### config.mk
export PLATFORM = sky130hd
export DESIGN_NAME = crt_cmd_fifo
export DESIGN_NICKNAME = d
export VERILOG_FILES = /design/src/rtl/crt_pkg.sv /design/src/rtl/crt_cmd_fifo.sv
export SDC_FILE = /design/constraint.sdc
export NUM_CORES = 1
export LEC_CHECK = 0
export BUFFER_PORTS_ARGS = -buffer_cell sky130_fd_sc_hd__buf_2
export CAP_MARGIN = 20
export CORE_MARGIN = 5
export CORE_UTILIZATION = 53
export CTS_CLUSTER_DIAMETER = 40
export DETAILED_ROUTE_END_ITERATION = 8
export PLACE_DENSITY_LB_ADDON = 0.05
export SKIP_LAST_GASP = 1
export SLEW_MARGIN = 20
export SYNTH_ARGS = -nofsm -noshare
export SYNTH_HDL_FRONTEND = slang
export SYNTH_SLANG_ARGS = --single-unit
### constraint.sdc
create_clock -name clock -period 7.8 [get_ports clock]
set_input_delay 1.56 -clock clock [delete_from_list [all_inputs] [get_ports clock]]
set_output_delay 1.56 -clock clock [all_outputs]
set_load 0.005 [all_outputs]
### src/rtl/crt_pkg.sv
// shared types and constants for the catmull-rom curve tessellator
package crt_pkg;

   // coordinate and arithmetic widths
   localparam int COORD_W  = 24;
   localparam int WEIGHT_W = 18;
   localparam int PROD_W   = WEIGHT_W + COORD_W;
   localparam int ACC_W    = PROD_W + 2;
   localparam int FRAC_W   = 16;
   localparam int Q_W      = ACC_W - FRAC_W;

   // unity weight in q1.16, used for pass-through points
   localparam logic signed [WEIGHT_W-1:0] WEIGHT_ONE = WEIGHT_W'(65536);
   // rounding offset before dropping the weight fraction
   localparam logic signed [ACC_W-1:0] ROUND_HALF = ACC_W'(32768);

   // command queue depth between front and back
   localparam int CMD_DEPTH = 2;
   localparam int CMD_PTR_W = 1;
   localparam int CMD_CNT_W = 2;

   // configuration register indexes and port widths
   localparam int CSR_ADDR_W = 3;
   localparam int CSR_DATA_W = 32;
   localparam logic CSR_IDX_SMOOTHING = 1'b0;

   typedef logic signed [COORD_W-1:0] coord_type;
   typedef coord_type [3:0] quad_type;

   typedef struct packed {
      coord_type point_x;
      coord_type point_y;
      logic      curve_end;
   } req_payload_type;

   typedef struct packed {
      coord_type out_x;
      coord_type out_y;
      logic      last_of_run;
   } rsp_payload_type;

   typedef enum logic {
      CMD_PASS,
      CMD_SEG
   } cmd_mode_type;

   // one unit of work for the back end
   typedef struct packed {
      cmd_mode_type mode;
      logic         close_seg;
      quad_type     px;
      quad_type     py;
   } cmd_type;

endpackage

### src/rtl/crt_cmd_fifo.sv
// short command queue between front and back ends
module crt_cmd_fifo (
   input  logic             clock,
   input  logic             reset,
   input  logic             push_valid,
   input  crt_pkg::cmd_type push_cmd,
   output logic             full,
   input  logic             pop,
   output logic             head_valid,
   output crt_pkg::cmd_type head_cmd
);

   crt_pkg::cmd_type                 mem_ff [crt_pkg::CMD_DEPTH];
   logic [crt_pkg::CMD_PTR_W-1:0]    wr_ptr_ff;
   logic [crt_pkg::CMD_PTR_W-1:0]    wr_ptr_in;
   logic [crt_pkg::CMD_PTR_W-1:0]    rd_ptr_ff;
   logic [crt_pkg::CMD_PTR_W-1:0]    rd_ptr_in;
   logic [crt_pkg::CMD_CNT_W-1:0]    count_ff;
   logic [crt_pkg::CMD_CNT_W-1:0]    count_in;
   logic                             do_push;
   logic                             do_pop;

   assign full       = (count_ff == crt_pkg::CMD_CNT_W'(crt_pkg::CMD_DEPTH));
   assign head_valid = (count_ff != '0);
   assign head_cmd   = mem_ff[rd_ptr_ff];
   assign do_push    = push_valid && !full;
   assign do_pop     = pop && head_valid;

   // pointer and occupancy update
   always_comb begin
      wr_ptr_in = do_push ? wr_ptr_ff + 1'b1 : wr_ptr_ff;
      rd_ptr_in = do_pop ? rd_ptr_ff + 1'b1 : rd_ptr_ff;
      count_in  = count_ff;
      if (do_push && !do_pop) begin
         count_in = count_ff + 1'b1;
      end else if (do_pop && !do_push) begin
         count_in = count_ff - 1'b1;
      end
   end

   always_ff @(posedge clock) begin
      if (reset) begin
         wr_ptr_ff <= '0;
         rd_ptr_ff <= '0;
         count_ff  <= '0;
      end else begin
         wr_ptr_ff <= wr_ptr_in;
         rd_ptr_ff <= rd_ptr_in;
         count_ff  <= count_in;
      end
   end

   // entry storage
   always_ff @(posedge clock) begin
      if (do_push) begin
         mem_ff[wr_ptr_ff] <= push_cmd;
      end
   end

endmodule

==> impl_metrics.py, run 1 <==
metrics = {
    "worst_setup_path": {
        "path_class": "flop to output pin",
        "r2r_slack_ns": 4.88,
        "worstRegToRegCells": 4,
        "cp_max_fo": 53,
        "required_ns": 6.24,
        "r2r_start": "count_ff[0]",
        "cp.arrival_ns": 2.86,
        "cp-end-kind": "output pin",
        "r2r-end": "mem_ff[0][123]",
        "crit_path_start_kind": "flop",
    },
    "sta": {
        "holdWs_ns": 0.497,
        "hold_viol_final": 0,
        "maxSlewViolCount": 0,
        "max_slew_margin": 0.301,
        "post-route-min-period_ns": 4.42,
        "finalSetupViolCount": 0,
        "worst_pin_slew_ns": 1.05,
        "max_freq_mhz": 226,
        "rsz0062_at_grt": "no",
        "min_period_over_period": 0.566,
        "finalSetupTns_ns": 0,
        "skew_ns": 0.0216,
    },
    "clock_network": {
        "clock_sinks": 393,
        "root_buffer": "clkbuf_16",
        "tritoncts": "built",
        "ctsHoldBuffers": 0,
        "clockBufferDepth": 3,
        "clkLatencyLatePin_ns": 0.54,
        "cts_resized": 0,
        "h-tree-depth": 2,
        "post_cts_buffers": 0,
        "path_clk_slew_ns": 0.06,
        "cts_buffers": 47,
    },
    "route": {
        "ant_nets": 0,
        "routedWlPerCell_um": 20.4,
        "drt-initial-drc-count": 455,
        "drc": 0,
        "firstDrtPassIters": 4,
        "vias_per_cell": 4.95,
        "finalWirelength_um": 30100,
        "vias": 7308,
    },
    "cells_and_area": {
        "layout.nets": 1254,
        "final_util": 0.676,
        "drive_gt1_frac": 0.616,
        "fin_cells": 1477,
        "syn_to_final_growth_pct": 26.1,
    },
    "job": {
        "drv_cap": 0,
    },
    "placement": {
        "gp_congestion": 0.745,
        "dp_hpwl_um": 20400,
        "dp_cells": 1384,
        "portBuffers": 393,
    },
    "hold_path": {
        "hold_path_end": "wr_ptr_ff",
        "min_from": "wr_ptr_ff",
        "holdPathStages": 2,
        "min_path_type": "flop to flop",
    },
    "global_routing": {
        "grtUsageTotal": 0.182,
        "grt_overflow": 0,
        "grt_max_degree": 139,
        "grt_pass1_vias": 7509,
        "antenna_found_initial": 14,
        "grt_pass1_wl_um": 43200,
    },
    "yosys": {
        "synth_cell_types": 17,
        "syn_inst": 629,
        "syn-mean-instance-area_um2": 23.7,
        "synthFlopType": "edfxtp_1",
        "syn_area_mm2": 0.0149,
        "synth-seq-cells": 393,
        "synth_area_leader_cell": "edfxtp_1",
        "synth_enable_flop_cells": 388,
        "synthArstFlopShare": 0,
        "yosysWarnings": 0,
        "synth_top_area_frac": 0.783,
        "yosysSeqAreaShare": 0.789,
        "synth_most_common_cell": "edfxtp_1",
        "synth_fp_nets": 828,
        "synth_common_cells": "388 x edfxtp_1, 160 x mux2_4, 34 x mux2_2, 18 x buf_6, 5 x dfxtp_1",
        "synth_area_leaders": "edfxtp_1 78%, mux2_4 16%, mux2_2 2.6%",
    },
    "floorplan": {
        "row_count": 61,
        "io_pins": 394,
        "die_w_um": 178,
        "core_mm2": 0.0278,
        "start_util": 0.536,
        "die-area_mm2": 0.0315,
        "die_h_um": 178,
    },
    "power": {
        "p_leak_nw": 7.34,
        "p_per_area_mw_per_mm2": 339,
        "vdd_ir_drop_max_v": 0.000265,
    },
    "status": {
        "outcome": "completed",
    },
}
[critical path, cell delays in order, from the launching register on]
cell	delay, ns
dfxtp_4	0.83
buf_4	0.85
mux2_2	0.41
buf_2	0.14
[cell type report]
| cell class | count | area, um^2 |
|---|---|---|
| Multi-Input combinational cell | 212 | 2900 |
| Antenna cell | 7 | 17.5 |
| Clock inverter | 34 | 354 |
| Sequential cell | 393 | 11800 |
| Fill cell | 1971 | 9010 |
| Inverter | 2 | 15.0 |
| Timing Repair Buffer | 399 | 2020 |
| Tap cell | 378 | 473 |
| Clock buffer | 52 | 1240 |
[how the worst max path moves through the flow]
| stage | start | end | slack [ns] |
|---|---|---|---|
| after floorplan | push_valid | mem_ff[1][0] | 1.04 |
| after global placement | push_valid | mem_ff[0][65] | 3.67 |
| after detailed placement | push_valid | mem_ff[0][65] | 3.66 |
| after CTS | flop | head_cmd[188] | 3.32 |
| after global routing | flop | head_cmd[187] | 3.26 |
| final | flop | head_cmd[188] | 3.38 |
[stage by stage]
| step | setup WS [ns] | area [um^2] | total power, mW |
|---|---|---|---|
| floorplan | 1.04 | 14900 | 3.79 |
| global placement | 3.67 | 17200 | 4.28 |
| detailed placement | 3.66 | 17200 | 4.29 |
| CTS | 3.32 | 18800 | 6.46 |
| global route | 3.26 | 18800 | 6.65 |
| finish | 3.38 | 18800 | 6.37 |
[registers in the layout, indices dropped and copies added (netlist names), named ones only]
| register | cells |
|---|---|
| count_ff | 2 |
| mem_ff | 388 |
| wr_ptr_ff | 1 |
| rd_ptr_ff | 1 |
[cell families after synthesis]
logic type | count (synthesis) | synth area share
xor+xnor | 3 | 0.00177
fa+ha+maj | 1 | 0.000840
compound gates | 5 | 0.00168
simple gates | 9 | 0.00311
mux | 194 | 0.187
buf+inv | 24 | 0.0161
flops | 393 | 0.789
[per-layer routing]
metal | up-vias | track usage | routed length (um)
met4 | 16 | 0.0596 | 666
met5 | - | 0 | 90
met2 | 286 | 0.313 | 15400
met3 | 57 | 0.0782 | 3150
met1 | 3568 | 0.206 | 10800
li1 | 3381 | - | -
[cell usage in the layout, fill, tap and decap left out, types with 4 or more instances in the layout]
| cell | count |
|---|---|
| buf_4 | 5 |
| bufinv_16 | 6 |
| clkinvlp_4 | 8 |
| edfxtp_1 | 388 |
| clkbuf_16 | 49 |
| clkinv_1 | 7 |
| mux2_2 | 34 |
| nor2_1 | 4 |
| dfxtp_1 | 4 |
| buf_2 | 393 |
| mux2_4 | 160 |
| diode_2 | 7 |
| clkinv_2 | 7 |
[power breakdown]
group	internal, mW	switching, mW
combinational	0.785	0.669
sequential	2.66	0.101
clock	1.35	0.812
total	4.79	1.58
No activity file was read; power rests on OpenSTA's default activity.
==> inputs of run 2 (changes only) <==
--- a/config.mk
+++ b/config.mk
@@ -8,7 +8,7 @@
 export BUFFER_PORTS_ARGS = -buffer_cell sky130_fd_sc_hd__buf_2
 export CAP_MARGIN = 20
 export CORE_MARGIN = 5
-export CORE_UTILIZATION = 53
+export CORE_UTILIZATION = 47
 export CTS_CLUSTER_DIAMETER = 40
 export DETAILED_ROUTE_END_ITERATION = 8
 export PLACE_DENSITY_LB_ADDON = 0.05
==> constraint.sdc (replaced) <==
create_clock -name clock -period 3.7 [get_ports clock]
set_input_delay 0.74 -clock clock [delete_from_list [all_inputs] [get_ports clock]]
set_output_delay 0.74 -clock clock [all_outputs]
set_load 0.005 [all_outputs]
==> run 2 against run 1 <==
Against the previous run:
- register-to-register slack worse by 3.2 ns
- wire length is 1.0% higher
- hold slack worse by 0.099 ns
- utilization decreased by 7.3 points
- clock-buffer cell count up 4
- die area increased by 12%
- critical path depth did not move
- flip-flop and latch count unchanged
- worst setup slack got worse by 2.6 ns
- via count fell by 0.12%
- clock skew down 0.0080 ns
- critical endpoint is now head_cmd[84]
- largest power group unchanged
- highest routed layer unchanged
==> impl_metrics.py, run 2 (same netlist as run 1, synthesis figures left out) <==
metrics = {
    "sta": {
        "finalSetupViolCount": 0,
        "worst_pin_slew_ns": 0.582,
        "min_period_over_period": 0.797,
        "max_slew_margin": 0.612,
        "skew_ns": 0.0136,
        "max_freq_mhz": 339,
        "maxSlewViolCount": 0,
        "rsz0062_at_grt": "no",
        "holdWs_ns": 0.399,
        "hold_viol_final": 0,
        "post-route-min-period_ns": 2.95,
    },
    "clock_network": {
        "cts_buffers": 46,
        "h-tree-depth": 2,
        "clock_sinks": 393,
        "clockBufferDepth": 3,
        "cts_resized": 0,
        "post_cts_buffers": 0,
        "clkLatencyLatePin_ns": 0.52,
        "ctsHoldBuffers": 0,
        "root_buffer": "clkbuf_16",
        "tritoncts": "built",
        "path_clk_slew_ns": 0.06,
    },
    "worst_setup_path": {
        "required_ns": 2.96,
        "crit_path_start_kind": "flop",
        "cp_max_fo": 33,
        "crit_family": "flip-flops",
        "worstSetupPathDepth": 3,
        "path_class": "flop to output pin",
        "cp.arrival_ns": 2.21,
        "slowest_stage": "dfxtp_4",
        "cp-end-kind": "output pin",
        "critical_path.cell_chain": "buf_4, mux2_4, buf_2",
        "r2r-end": "mem_ff[1][118]",
        "critPathMaxStageDelay_ns": 0.72,
        "r2r_slack_ns": 1.71,
        "r2r_start": "count_ff[0]",
        "worstRegToRegCells": 4,
        "crit_buf_inv": 2,
    },
    "job": {
        "drv_cap": 0,
    },
    "placement": {
        "portBuffers": 393,
        "dp_hpwl_um": 20800,
        "gp_congestion": 0.740,
        "place_area_mm2": 0.0173,
        "dp_cells": 1416,
    },
    "cells_and_area": {
        "reg.largest.list": "mem_ff x388, count_ff x2",
        "fin_area_mm2": 0.0189,
        "drive_gt1_frac": 0.615,
        "final_common_cell": "buf_2",
        "layout.nets": 1261,
        "final_cell_mix": "393 x buf_2, 388 x edfxtp_1, 160 x mux2_4",
        "regMostFlops": "mem_ff",
        "largest_reg_flops": 388,
        "syn_to_final_growth_pct": 27.1,
        "fin_cells": 1506,
    },
    "floorplan": {
        "start_util": 0.474,
        "die_h_um": 188,
        "die-area_mm2": 0.0353,
        "core_mm2": 0.0314,
        "io_pins": 394,
        "row_count": 65,
        "die_w_um": 188,
    },
    "power": {
        "p_leak_nw": 7.39,
        "vdd_ir_drop_max_v": 0.000489,
        "p_per_area_mw_per_mm2": 713,
    },
    "global_routing": {
        "grtUsageTotal": 0.164,
        "grt_max_degree": 90,
        "grt_pass1_wl_um": 44500,
        "grt_overflow": 0,
        "antenna_found_initial": 13,
        "grt_pass1_vias": 7563,
    },
    "status": {
        "outcome": "completed",
    },
    "route": {
        "routedWlPerCell_um": 20.2,
        "drt-initial-drc-count": 370,
        "firstDrtPassIters": 4,
        "finalWirelength_um": 30400,
        "vias_per_cell": 4.85,
        "ant_nets": 0,
        "vias": 7299,
        "drc": 0,
    },
    "hold_path": {
        "hold_path_end": "mem_ff[1][142]",
        "holdPathStages": 1,
        "min_path_type": "primary input to flop",
        "min_from": "push_cmd[142]",
    },
}
[run 2: cell types whose count changed in the layout (fill, tap and decap cells not counted), sizes merged, moves of 2 or more]
cell      before  now
clkinvlp       8    6
buf          399  407
clkbuf        52   56
inv            5    2
clkinv        17   15
[run 2: worst max path at each step]
stage / from / to
floorplan: push_valid / mem_ff[0][0]
global placement: push_valid / mem_ff[1][67]
detailed placement: flop / head_cmd[84]
CTS: flop / head_cmd[84]
global route: flop / head_cmd[84]
finish: flop / head_cmd[84]
[run 2: worst reg2reg max path, cell delays in order, from the launching register on]
cell and delay, ns:
dfxtp_1 0.40, nor2b_1 0.10, nor2_1 0.16, and2_4 0.39
buf_12 0.42
[run 2: area by class of cell]
cell class / count / area [um^2]
inverters: 2 / 23.8
diodes: 6 / 15.0
well taps: 402 / 503
clock inverters: 28 / 328
repair buffers: 407 / 2150
fillers: 2398 / 12500
flip-flops and latches: 393 / 11800
clock buffers: 56 / 1250
multi-input cells: 212 / 2900
[run 2: per-stage QoR]
step	power, mW	TNS (ns)	util	worst slack (ns)
6_report	13.5	0	0.603	0.752
5_1_grt	14.1	0	0.603	0.642
4_1_cts	13.7	0	0.602	0.692
3_5_place_dp	9.11	0	0.552	1.27
3_3_place_gp	9.09	0	0.552	1.31
2_1_floorplan	7.93	-88.71	-	-0.457
[run 2: layer usage]
layer  up-vias  routed length [um]  share of wire  global-route usage
met4        18                 734          0.024              0.0508
met2       283               14900           0.49               0.275
met1      3547               11200           0.37               0.184
li1       3387                   -              -                   -
met5         -                  96         0.0032                   0
met3        64                3450           0.11              0.0838
[run 2: report_power, final]
| group | internal (mW) | total (mW) | switching [mW] | leakage [nW] |
|---|---|---|---|---|
| Combinational | 1.71 | 3.15 | 1.44 | 2.97 |
| Clock | 2.90 | 4.57 | 1.68 | 0.754 |
| Sequential | 5.59 | 5.78 | 0.189 | 3.67 |
