==> src/rtl/crt_pkg.sv <==
// shared types and constants for the catmull-rom curve tessellator
package crt_pkg;

   // coordinate and arithmetic widths
   localparam int COORD_W  = 24;
   localparam int WEIGHT_W = 18;
   localparam int PROD_W   = WEIGHT_W + COORD_W;
   localparam int ACC_W    = PROD_W + 2;
   localparam int FRAC_W   = 16;
   localparam int Q_W      = ACC_W - FRAC_W;

   // unity weight in q1.16, used for pass-through points
   localparam logic signed [WEIGHT_W-1:0] WEIGHT_ONE = WEIGHT_W'(65536);
   // rounding offset before dropping the weight fraction
   localparam logic signed [ACC_W-1:0] ROUND_HALF = ACC_W'(32768);

   // command queue depth between front and back
   localparam int CMD_DEPTH = 2;
   localparam int CMD_PTR_W = 1;
   localparam int CMD_CNT_W = 2;

   // configuration register indexes and port widths
   localparam int CSR_ADDR_W = 3;
   localparam int CSR_DATA_W = 32;
   localparam logic CSR_IDX_SMOOTHING = 1'b0;

   typedef logic signed [COORD_W-1:0] coord_type;
   typedef coord_type [3:0] quad_type;

   typedef struct packed {
      coord_type point_x;
      coord_type point_y;
      logic      curve_end;
   } req_payload_type;

   typedef struct packed {
      coord_type out_x;
      coord_type out_y;
      logic      last_of_run;
   } rsp_payload_type;

   typedef enum logic {
      CMD_PASS,
      CMD_SEG
   } cmd_mode_type;

   // one unit of work for the back end
   typedef struct packed {
      cmd_mode_type mode;
      logic         close_seg;
      quad_type     px;
      quad_type     py;
   } cmd_type;

endpackage

==> src/rtl/crt_front.sv <==
// front end: point window, curve bookkeeping and command generation
module crt_front (
   input  logic                     clock,
   input  logic                     reset,
   input  logic                     smoothing_enable,
   input  logic                     req_valid,
   output logic                     req_stall,
   input  crt_pkg::req_payload_type req_payload,
   input  logic                     fifo_full,
   output logic                     push_valid,
   output crt_pkg::cmd_type         push_cmd
);

   logic                accept;
   logic [1:0]          seen_ff;
   logic [1:0]          seen_in;
   crt_pkg::coord_type  win_x_ff [3];
   crt_pkg::coord_type  win_y_ff [3];
   crt_pkg::coord_type  win_x_in [3];
   crt_pkg::coord_type  win_y_in [3];

   assign req_stall = fifo_full;
   assign accept    = req_valid && !req_stall;

   // classify the point and build the command for the back end
   always_comb begin
      push_cmd   = '0;
      push_valid = 1'b0;
      if (!smoothing_enable || seen_ff == 2'd0 ||
          (seen_ff == 2'd1 && req_payload.curve_end)) begin
         push_valid      = accept;
         push_cmd.mode   = crt_pkg::CMD_PASS;
         push_cmd.px[3]  = req_payload.point_x;
         push_cmd.py[3]  = req_payload.point_y;
      end else if (seen_ff >= 2'd2) begin
         push_valid         = accept;
         push_cmd.mode      = crt_pkg::CMD_SEG;
         push_cmd.close_seg = req_payload.curve_end;
         push_cmd.px[0]     = (seen_ff == 2'd2) ? win_x_ff[1] : win_x_ff[0];
         push_cmd.py[0]     = (seen_ff == 2'd2) ? win_y_ff[1] : win_y_ff[0];
         push_cmd.px[1]     = win_x_ff[1];
         push_cmd.py[1]     = win_y_ff[1];
         push_cmd.px[2]     = win_x_ff[2];
         push_cmd.py[2]     = win_y_ff[2];
         push_cmd.px[3]     = req_payload.point_x;
         push_cmd.py[3]     = req_payload.point_y;
      end
   end

   // window shift and point count
   always_comb begin
      win_x_in = win_x_ff;
      win_y_in = win_y_ff;
      seen_in  = seen_ff;
      if (accept) begin
         if (req_payload.curve_end) begin
            seen_in = 2'd0;
         end else begin
            win_x_in[0] = win_x_ff[1];
            win_y_in[0] = win_y_ff[1];
            win_x_in[1] = win_x_ff[2];
            win_y_in[1] = win_y_ff[2];
            win_x_in[2] = req_payload.point_x;
            win_y_in[2] = req_payload.point_y;
            seen_in     = (seen_ff == 2'd3) ? 2'd3 : seen_ff + 2'd1;
         end
      end
   end

   always_ff @(posedge clock) begin
      if (reset) begin
         seen_ff <= 2'd0;
      end else begin
         seen_ff <= seen_in;
      end
   end

   always_ff @(posedge clock) begin
      win_x_ff <= win_x_in;
      win_y_ff <= win_y_in;
   end

endmodule

==> config.mk <==
export PLATFORM = sky130hd
export DESIGN_NAME = crt_front
export DESIGN_NICKNAME = d
export VERILOG_FILES = /design/src/rtl/crt_pkg.sv /design/src/rtl/crt_front.sv
export SDC_FILE = /design/constraint.sdc
export NUM_CORES = 1
export LEC_CHECK = 0
export ABC_AREA = 1
export ABC_CLOCK_PERIOD_IN_PS = 7430
export BUFFER_PORTS_ARGS = -buffer_cell sky130_fd_sc_hd__buf_2
export CORE_ASPECT_RATIO = 1.75
export CORE_MARGIN = 2
export CORE_UTILIZATION = 44
export DETAILED_ROUTE_END_ITERATION = 10
export MAX_ROUTING_LAYER = met4
export PLACE_DENSITY = 0.83
export SYNTH_ARGS = -nofsm -noshare
export SYNTH_HDL_FRONTEND = slang
export SYNTH_SLANG_ARGS = --single-unit
==> constraint.sdc <==
create_clock -name clock -period 7.43 [get_ports clock]
set_input_delay 0.3715 -clock clock [delete_from_list [all_inputs] [get_ports clock]]
set_output_delay 0.3715 -clock clock [all_outputs]
set_load 0.02 [all_outputs]
==> results.toml, run 1 <==
[synth]
ys.flop_type = "edfxtp_1"
avgSynthCellArea_um2 = 10.1
synth_edf_count = 144
syn_nets = 694
syn-instance-count = 640
synth_cell_types = 15
synth_seq_area_share_pct = 67.8
synthArstFlopShare_pct = 0
yosysTopAreaCell = "edfxtp_1"
ys_ff_latch = 146
ys_warn_count = 0
syn-cell-area_mm2 = 0.00643
yosys.area.top_type_share_pct = 67.2
yosysMostFrequentCell = "inv_1"
synthTopCellsByCount = "148 x inv_1, 144 x edfxtp_1, 101 x nand2_1"
synth_area_leaders = "edfxtp_1 67%, inv_1 8.6%, nand2_1 5.9%, nor2_1 5.8%, nand3_1 4.0%"

[drt]
wl_per_cell_um = 14.6
via_count = 4980
dr.pass1.iters = 4
via_per_inst = 4.68
detail-route-antenna-nets = 0
wl_mm = 15.5
drc_errors = 0
drt_iter0_drc = 326

[die]
die_w_um = 95.4
dieHeight_um = 164
start_util_pct = 44.8
io-pin-count = 250
dieArea_mm2 = 0.0156
core_mm2 = 0.0144
rows = 58

[setup_path]
worstPathRequired_ns = 7.06
cp.arrival_ns = 3.26
crit_chain = "nand2_4, buf_4, a21oi_1, buf_2"
reg2reg_from = "seen_ff[1]$_SDFFE_PP0N_"
critical_path.top_delay_family = "flip-flops"
timing.rr.end = "seen_ff[1]$_SDFFE_PP0N_"
path_buf_inv = 2
cp-end-kind = "output port"
crit_type = "reg2out"
r2r_setup_slack_ns = 6.00
worstRegToRegCells = 2
worst-path-max-fanout = 90
critPathMaxStageDelay_ns = 1.10
slowest_stage = "dfxtp_2"
critPathLaunchType = "flop"

[power]
peakVddDrop_v = 0.000184
p_leak_uw = 0.00439
powerDensity_mw_per_mm2 = 225

[timing]
final-setup-viol-count = 0
layout_min_cycle_time_ns = 3.63
skew_ns = 0.00628
slew_violations = 0
rsz0062_at_grt = "no"
fin_crit_sh_pct = 48.8
hold_viol_final = 0
setup-tns-final_ns = 0
max_freq_mhz = 276
worstMarginPinSlew_ns = 1.17
slew_headroom_pct = 22.1

[worst_hold_path]
hold_class = "in2reg"
hold_end = "win_y_ff[16]$_DFFE_PP_"
hold-path-cell-count = 1
worst_hold_startpoint = "req_payload[17]"

[layout]
fin_nets = 927
fin_cells = 1064
drive_gt1_share_pct = 32.6
area_growth_pct = 28.5
diodes = 0

[run]
maxCapViolations = 0

[run_status]
status = "completed"

[global_route]
grt_pass1_vias = 4573
grt_max_degree = 91
grt-ovfl-total = 0
grt_pass1_wl_mm = 22.9
antenna_found_initial = 0
grt_util_all_layers_pct = 20.1

[place]
dpl.cell_count = 1034
gp_congestion = 0.835
io_buffers = 249
dp_hpwl_mm = 10.7

[clock_tree]
clk_path_buf_depth = 2
cts_setup_buffers = 0
h-tree-depth = 4
path_clk_slew_ns = 0.06
cts_resized = 0
clk_latency_ns = 0.41
cts-root-buf = "clkbuf_16"
cts_tree = "built"
cts_buffers = 17
postCtsHoldBufs = 0
cts_sinks = 146
-- state kept, by name, summed over array words and instances (netlist names) --
| name | flops |
|---|---|
| seen_ff | 2 |
| win_x_ff | 72 |
| win_y_ff | 72 |
-- layout make-up --
cell class	count	area [um2]
Inverter	152	571
Fill cell	1238	6100
Tap cell	180	225
Sequential cell	146	4370
Clock inverter	13	120
Timing Repair Buffer	252	1270
Clock buffer	17	425
Multi-Input combinational cell	304	1290
-- power breakdown --
part	internal, uW	switching [uW]	leakage, uW
logic	39.0	90.0	0.00279
clock network	484	308	0.000268
registers	927	12.5	0.00134
-- cells by family (layout without fill, tap and decap cells) --
| kind of cell | count (synthesis) | in the layout | synth area share, % |
|---|---|---|---|
| flip-flops | 146 | 146 | 67.8 |
| AND/OR/NAND/NOR | 255 | 255 | 16.0 |
| buffers and inverters | 190 | 434 | 12.3 |
| AO/OA/AOI/OAI | 49 | 49 | 3.81 |
-- worst max path at each step --
stage | startpoint | end | slack, ns | cells past startpoint
6_report | seen_ff[1]$_SDFFE_PP0N_ | push_cmd[20] | 3.80 | 4
5_1_grt | seen_ff[1]$_SDFFE_PP0N_ | push_cmd[19] | 3.63 | 4
4_1_cts | seen_ff[1]$_SDFFE_PP0N_ | push_cmd[20] | 3.85 | 4
3_5_place_dp | seen_ff[1]$_SDFFE_PP0N_ | push_cmd[20] | 4.29 | 4
3_3_place_gp | seen_ff[1]$_SDFFE_PP0N_ | push_cmd[51] | 4.31 | 4
2_1_floorplan | fifo_full | win_x_ff[0]$_DFFE_PP_ | 0.28 | 3
-- stage by stage --
| stage | hold slack [ns] | worst slack [ns] | power [uW] | util, % | cell area [um2] |
|---|---|---|---|---|---|
| after detailed placement | 0.434 | 4.29 | 1090 | 53.7 | 7720 |
| after global placement | 0.430 | 4.31 | 1080 | 53.7 | 7720 |
| after CTS | 0.132 | 3.85 | 1880 | 57.5 | 8270 |
| after floorplan | 0.426 | 0.280 | 1040 | - | 6430 |
| final | 0.152 | 3.80 | 1860 | 57.5 | 8270 |
| after global routing | 0.126 | 3.63 | 1920 | 57.5 | 8270 |
-- routing by layer --
layer	vias to the layer above	track usage [%]	wire length (um)
met5	-	-	0
met1	2270	23.1	6200
met3	33	3.76	733
met4	0	9.74	484
li1	2462	-	-
met2	215	33.5	8110
-- layout by cell type (no fill, tap or decap), types with 2 or more instances in the layout --
| cell | n |
|---|---|
| a21oi_1 | 49 |
| buf_2 | 249 |
| buf_4 | 3 |
| bufinv_16 | 2 |
| clkbuf_16 | 17 |
| clkinv_1 | 4 |
| clkinv_2 | 4 |
| edfxtp_1 | 144 |
| inv_1 | 148 |
| inv_2 | 4 |
| nand2_1 | 100 |
| nand3_1 | 51 |
| nor2_1 | 99 |
Power figures use the tool's default switching activity.
==> run 2, diff against run 1 <==
- ABC_CLOCK_PERIOD_IN_PS: 7430 -> 3500
- CORE_UTILIZATION: 44 -> 49
- PLACE_DENSITY: 0.83 -> 0.87
- clock period: 7.43 -> 3.5 ns (I/O delays scaled with it)
==> results.toml, run 2 (synthesized netlist as in run 1, its figures left out) <==
[power]
p_leak_uw = 0.00463
p_total_uw = 4190
peakVddDrop_v = 0.000412
powerDensity_mw_per_mm2 = 474

[clock_tree]
path_clk_slew_ns = 0.06
cts_sinks = 146
clk_path_buf_depth = 2
cts_buffers = 17
cts_resized = 0
cts_setup_buffers = 0
clk_latency_ns = 0.40
cts-root-buf = "clkbuf_16"
h-tree-depth = 4
cts_tree = "built"

[global_route]
grt-ovfl-total = 0
grt_pass1_wl_mm = 26.8
grt_max_degree = 86
grt_util_all_layers_pct = 25.3
antenna_found_initial = 1
grt_pass1_vias = 5367

[drt]
drc_errors = 0
drt_iter0_drc = 340
detail-route-antenna-nets = 0
via_count = 5500
wl_per_cell_um = 15.6
wl_mm = 17.3
via_per_inst = 4.97
dr.pass1.iters = 5

[die]
dieArea_mm2 = 0.0141
die_w_um = 90.6
core_mm2 = 0.0129
dieHeight_um = 156
start_util_pct = 50.0
io-pin-count = 250
rows = 55

[layout]
reg_top3 = "win_x_ff x72, win_y_ff x72, seen_ff x2"
final-seq-area_mm2 = 0.00437
multi_input_area_mm2 = 0.00129
fin_nets = 977
fin_util_pct = 68.7
n_fill_cell = 906
drive_gt1_share_pct = 31.3
mostFrequentLayoutCells = "249 x buf_2, 148 x inv_1, 144 x edfxtp_1"
final_common_cell = "buf_2"
area_growth_pct = 37.4
fin_cells = 1107

[setup_path]
worstRegToRegCells = 4
cp.arrival_ns = 2.88
worst-path-max-fanout = 51
crit_start = "seen_ff[0]$_SDFFE_PP0N_"
reg2reg_from = "seen_ff[0]$_SDFFE_PP0N_"
crit_type = "reg2out"
cp-end-kind = "output port"
worstPathRequired_ns = 3.32
critPathLaunchType = "flop"

[timing]
skew_ns = 0.00955
hold_viol_final = 0
layout_min_cycle_time_ns = 3.06
setup-tns-final_ns = 0
max_freq_mhz = 327
slew_headroom_pct = 24.7
slew_violations = 0
fin_crit_sh_pct = 87.4
final-setup-viol-count = 0
worstMarginPinSlew_ns = 1.13
rsz0062_at_grt = "no"

[place]
gp_congestion = 0.886
io_buffers = 249
dpl.cell_count = 1027
dp_hpwl_mm = 10.7

[run_status]
status = "completed"

[worst_hold_path]
hold_class = "in2reg"
hold-path-cell-count = 4
worst_hold_startpoint = "reset"

[run]
maxCapViolations = 0
-- run 2: cell types whose count changed in the layout (fill, tap and decap cells not counted), sizes merged --
| cell | before | now |
|---|---|---|
| clkbuf | 17 | 19 |
| buf | 252 | 254 |
| clkinvlp | 1 | 3 |
| dlygate4sd3 | 0 | 48 |
| clkinv | 9 | 3 |
| inv | 153 | 154 |
| diode | 0 | 1 |
| bufinv | 2 | 4 |
-- run 2: through the flow --
step	hold slack (ns)	cell area (um2)	worst slack, ns
after floorplan	0.274	6440	0.594
after global placement	0.366	7740	0.997
after detailed placement	0.367	7740	0.929
after CTS	0.0396	8830	0.501
after global routing	0.0587	8840	0.210
final	0.0551	8840	0.443
-- run 2: area by class of cell --
| type | count | area share, % |
|---|---|---|
| Antenna cell | 1 | 0.0283 |
| Clock buffer | 19 | 4.90 |
| Clock inverter | 12 | 2.07 |
| Inverter | 152 | 6.46 |
| Multi-Input combinational cell | 304 | 14.6 |
| Sequential cell | 146 | 49.4 |
| Tap cell | 171 | 2.42 |
| Timing Repair Buffer | 302 | 20.1 |
-- run 2: where the power goes --
| part | total [uW] | internal, uW | leakage, uW | switching (uW) |
|---|---|---|---|---|
| Combinational | 329 | 119 | 0.00300 | 211 |
| Sequential | 1990 | 1970 | 0.00134 | 22.9 |
| Clock | 1870 | 1190 | 0.000290 | 678 |
-- run 2: worst paths after layout --
check / to / slack [ns]
worst max-delay path: push_cmd[178] / 0.44
worst min-delay path: seen_ff[1]$_SDFFE_PP0N_ / 0.06
worst max register to register: seen_ff[0]$_SDFFE_PP0N_ / 2.14
worst min register to register: win_x_ff[44]$_DFFE_PP_ / 0.45
-- run 2: repair_timing --
| action | CTS | global route |
|---|---|---|
| endpoints found under the setup margin | 0 | 0 |
| hold endpoints to repair | 48 | 0 |
| hold buffers | 48 | 0 |
-- run 2: layer usage --
layer  global-route usage, %  share of wire, %
met1                    27.9                36
met4                    14.7               5.0
met5                       -                 0
met2                    42.2                53
met3                    5.46               6.4
-- run 2: critical path, stage by stage, from the launching register on --
cell,delay [ns]
dfxtp_1,0.36
inv_2,0.36
nor2_2,0.23
nand3_2,0.86
nand2_1,0.39
inv_1,0.10
buf_2,0.17
==> run 3, diff against run 2 <==
- PLACE_DENSITY: 0.87 -> not set
- PLACE_DENSITY_LB_ADDON: not set -> 0.05
==> results.toml, run 3 (synthesized netlist as in run 1, its figures left out) <==
[run_status]
status = "completed"

[place]
dp_hpwl_mm = 9.93
dpl.cell_count = 1028
io_buffers = 249
gp_congestion = 0.805

[clock_tree]
clk_latency_ns = 0.41
path_clk_slew_ns = 0.06
cts-root-buf = "clkbuf_16"
cts_resized = 0
postCtsHoldBufs = 49
cts_sinks = 146
h-tree-depth = 4
cts_buffers = 17
clk_path_buf_depth = 2
cts_setup_buffers = 0
cts_tree = "built"

[drt]
wl_mm = 15.9
via_count = 5241
drt_iter0_drc = 241
wl_per_cell_um = 14.4
drc_errors = 0
via_per_inst = 4.73
detail-route-antenna-nets = 0
dr.pass1.iters = 5

[setup_path]
reg2reg_from = "seen_ff[0]$_SDFFE_PP0N_"
worst-path-max-fanout = 49
timing.rr.end = "seen_ff[0]$_SDFFE_PP0N_"
crit_start = "seen_ff[0]$_SDFFE_PP0N_"
r2r_setup_slack_ns = 2.48
worstRegToRegCells = 4
cp.arrival_ns = 2.48
critPathLaunchType = "flop"
crit_chain = "inv_2, nor2_2, nand3_2, nand2_1, inv_1, buf_2"
crit_type = "reg2out"
endpoint = "push_cmd[79]"
critPathMaxStageDelay_ns = 0.82
slowest_stage = "nand3_2"
worstPathRequired_ns = 3.32
cp-end-kind = "output port"

[die]
dieHeight_um = 156
start_util_pct = 50.0
io-pin-count = 250
die_w_um = 90.6
dieArea_mm2 = 0.0141
rows = 55
core_mm2 = 0.0129

[timing]
slew_violations = 0
rsz0062_at_grt = "no"
final-setup-viol-count = 0
worstMarginPinSlew_ns = 1.10
slew_headroom_pct = 26.7
max_freq_mhz = 377
hold_viol_final = 0
fin_crit_sh_pct = 75.8
skew_ns = 0.00883
layout_min_cycle_time_ns = 2.65
setup-tns-final_ns = 0
whs_ns = 0.0880

[run]
maxCapViolations = 0

[layout]
area_growth_pct = 37.8
final-seq-area_mm2 = 0.00437
fin_cells = 1109
reg_top3 = "win_x_ff x72, win_y_ff x72, seen_ff x2"
n_fill_cell = 1006
fin_nets = 979
drive_gt1_share_pct = 31.3
mostFrequentLayoutCells = "249 x buf_2, 148 x inv_1, 144 x edfxtp_1"
multi_input_area_mm2 = 0.00129
final_common_cell = "buf_2"

[power]
p_leak_uw = 0.00465
powerDensity_mw_per_mm2 = 480
peakVddDrop_v = 0.000364

[global_route]
grt_pass1_wl_mm = 25.0
grt_util_all_layers_pct = 23.2
grt_max_degree = 87
antenna_found_initial = 1
grt_pass1_vias = 5162
grt-ovfl-total = 0

[worst_hold_path]
hold_class = "in2reg"
==> run 3: layout make-up <==
class                   instances  share of cell area (%)
multi-input cells             304                    14.6
well taps                     171                    2.41
clock inverters                13                    2.34
inverters                     152                    6.44
flip-flops and latches        146                    49.3
diodes                          1                  0.0282
clock buffers                  18                    4.84
repair buffers                304                    20.1
==> run 3: how the worst min path moves through the flow <==
| stage | start | end | slack [ns] | cells after the start |
|---|---|---|---|---|
| after global routing | req_valid | seen_ff[1]$_SDFFE_PP0N_ | 0.12 | 3 |
| after CTS | req_valid | seen_ff[1]$_SDFFE_PP0N_ | 0.07 | 3 |
| after detailed placement | req_payload[18] | win_y_ff[17]$_DFFE_PP_ | 0.37 | 1 |
| final | req_valid | seen_ff[1]$_SDFFE_PP0N_ | 0.09 | 3 |
| after floorplan | req_payload[25] | win_x_ff[0]$_DFFE_PP_ | 0.27 | 0 |
| after global placement | req_payload[11] | win_y_ff[10]$_DFFE_PP_ | 0.37 | 1 |
==> run 3: critical path: cells and delay by family, from the launching register on <==
kind,cells,cell delay (ns)
buffers and inverters,3,0.43
DFF,1,0.35
and+or+nand+nor,3,1.28
==> run 3: per-layer routing <==
metal / share of wire (%) / track usage (%)
met5: 0 / -
met4: 3.6 / 11.9
met3: 5.0 / 3.72
met2: 53 / 41.1
met1: 38 / 25.0
==> run 3: metrics by stage <==
| step | setup slack, ns | cell area (um2) | total power, uW | util [%] |
|---|---|---|---|---|
| final | 0.846 | 8860 | 4260 | 68.9 |
| after global routing | 0.581 | 8860 | 4390 | 68.9 |
| after CTS | 0.855 | 8860 | 4280 | 68.9 |
| after detailed placement | 1.30 | 7730 | 2300 | 60.1 |
| after global placement | 1.40 | 7730 | 2300 | 60.1 |
| after floorplan | 0.594 | 6440 | 2190 | - |
==> run 3: power breakdown <==
group | total [uW] | internal, uW | leakage [uW] | switching, uW
clock | 1950 | 1260 | 0.000302 | 682
combinational | 322 | 120 | 0.00301 | 203
sequential | 1990 | 1970 | 0.00134 | 20.9
total | 4260 | 3350 | 0.00465 | 906
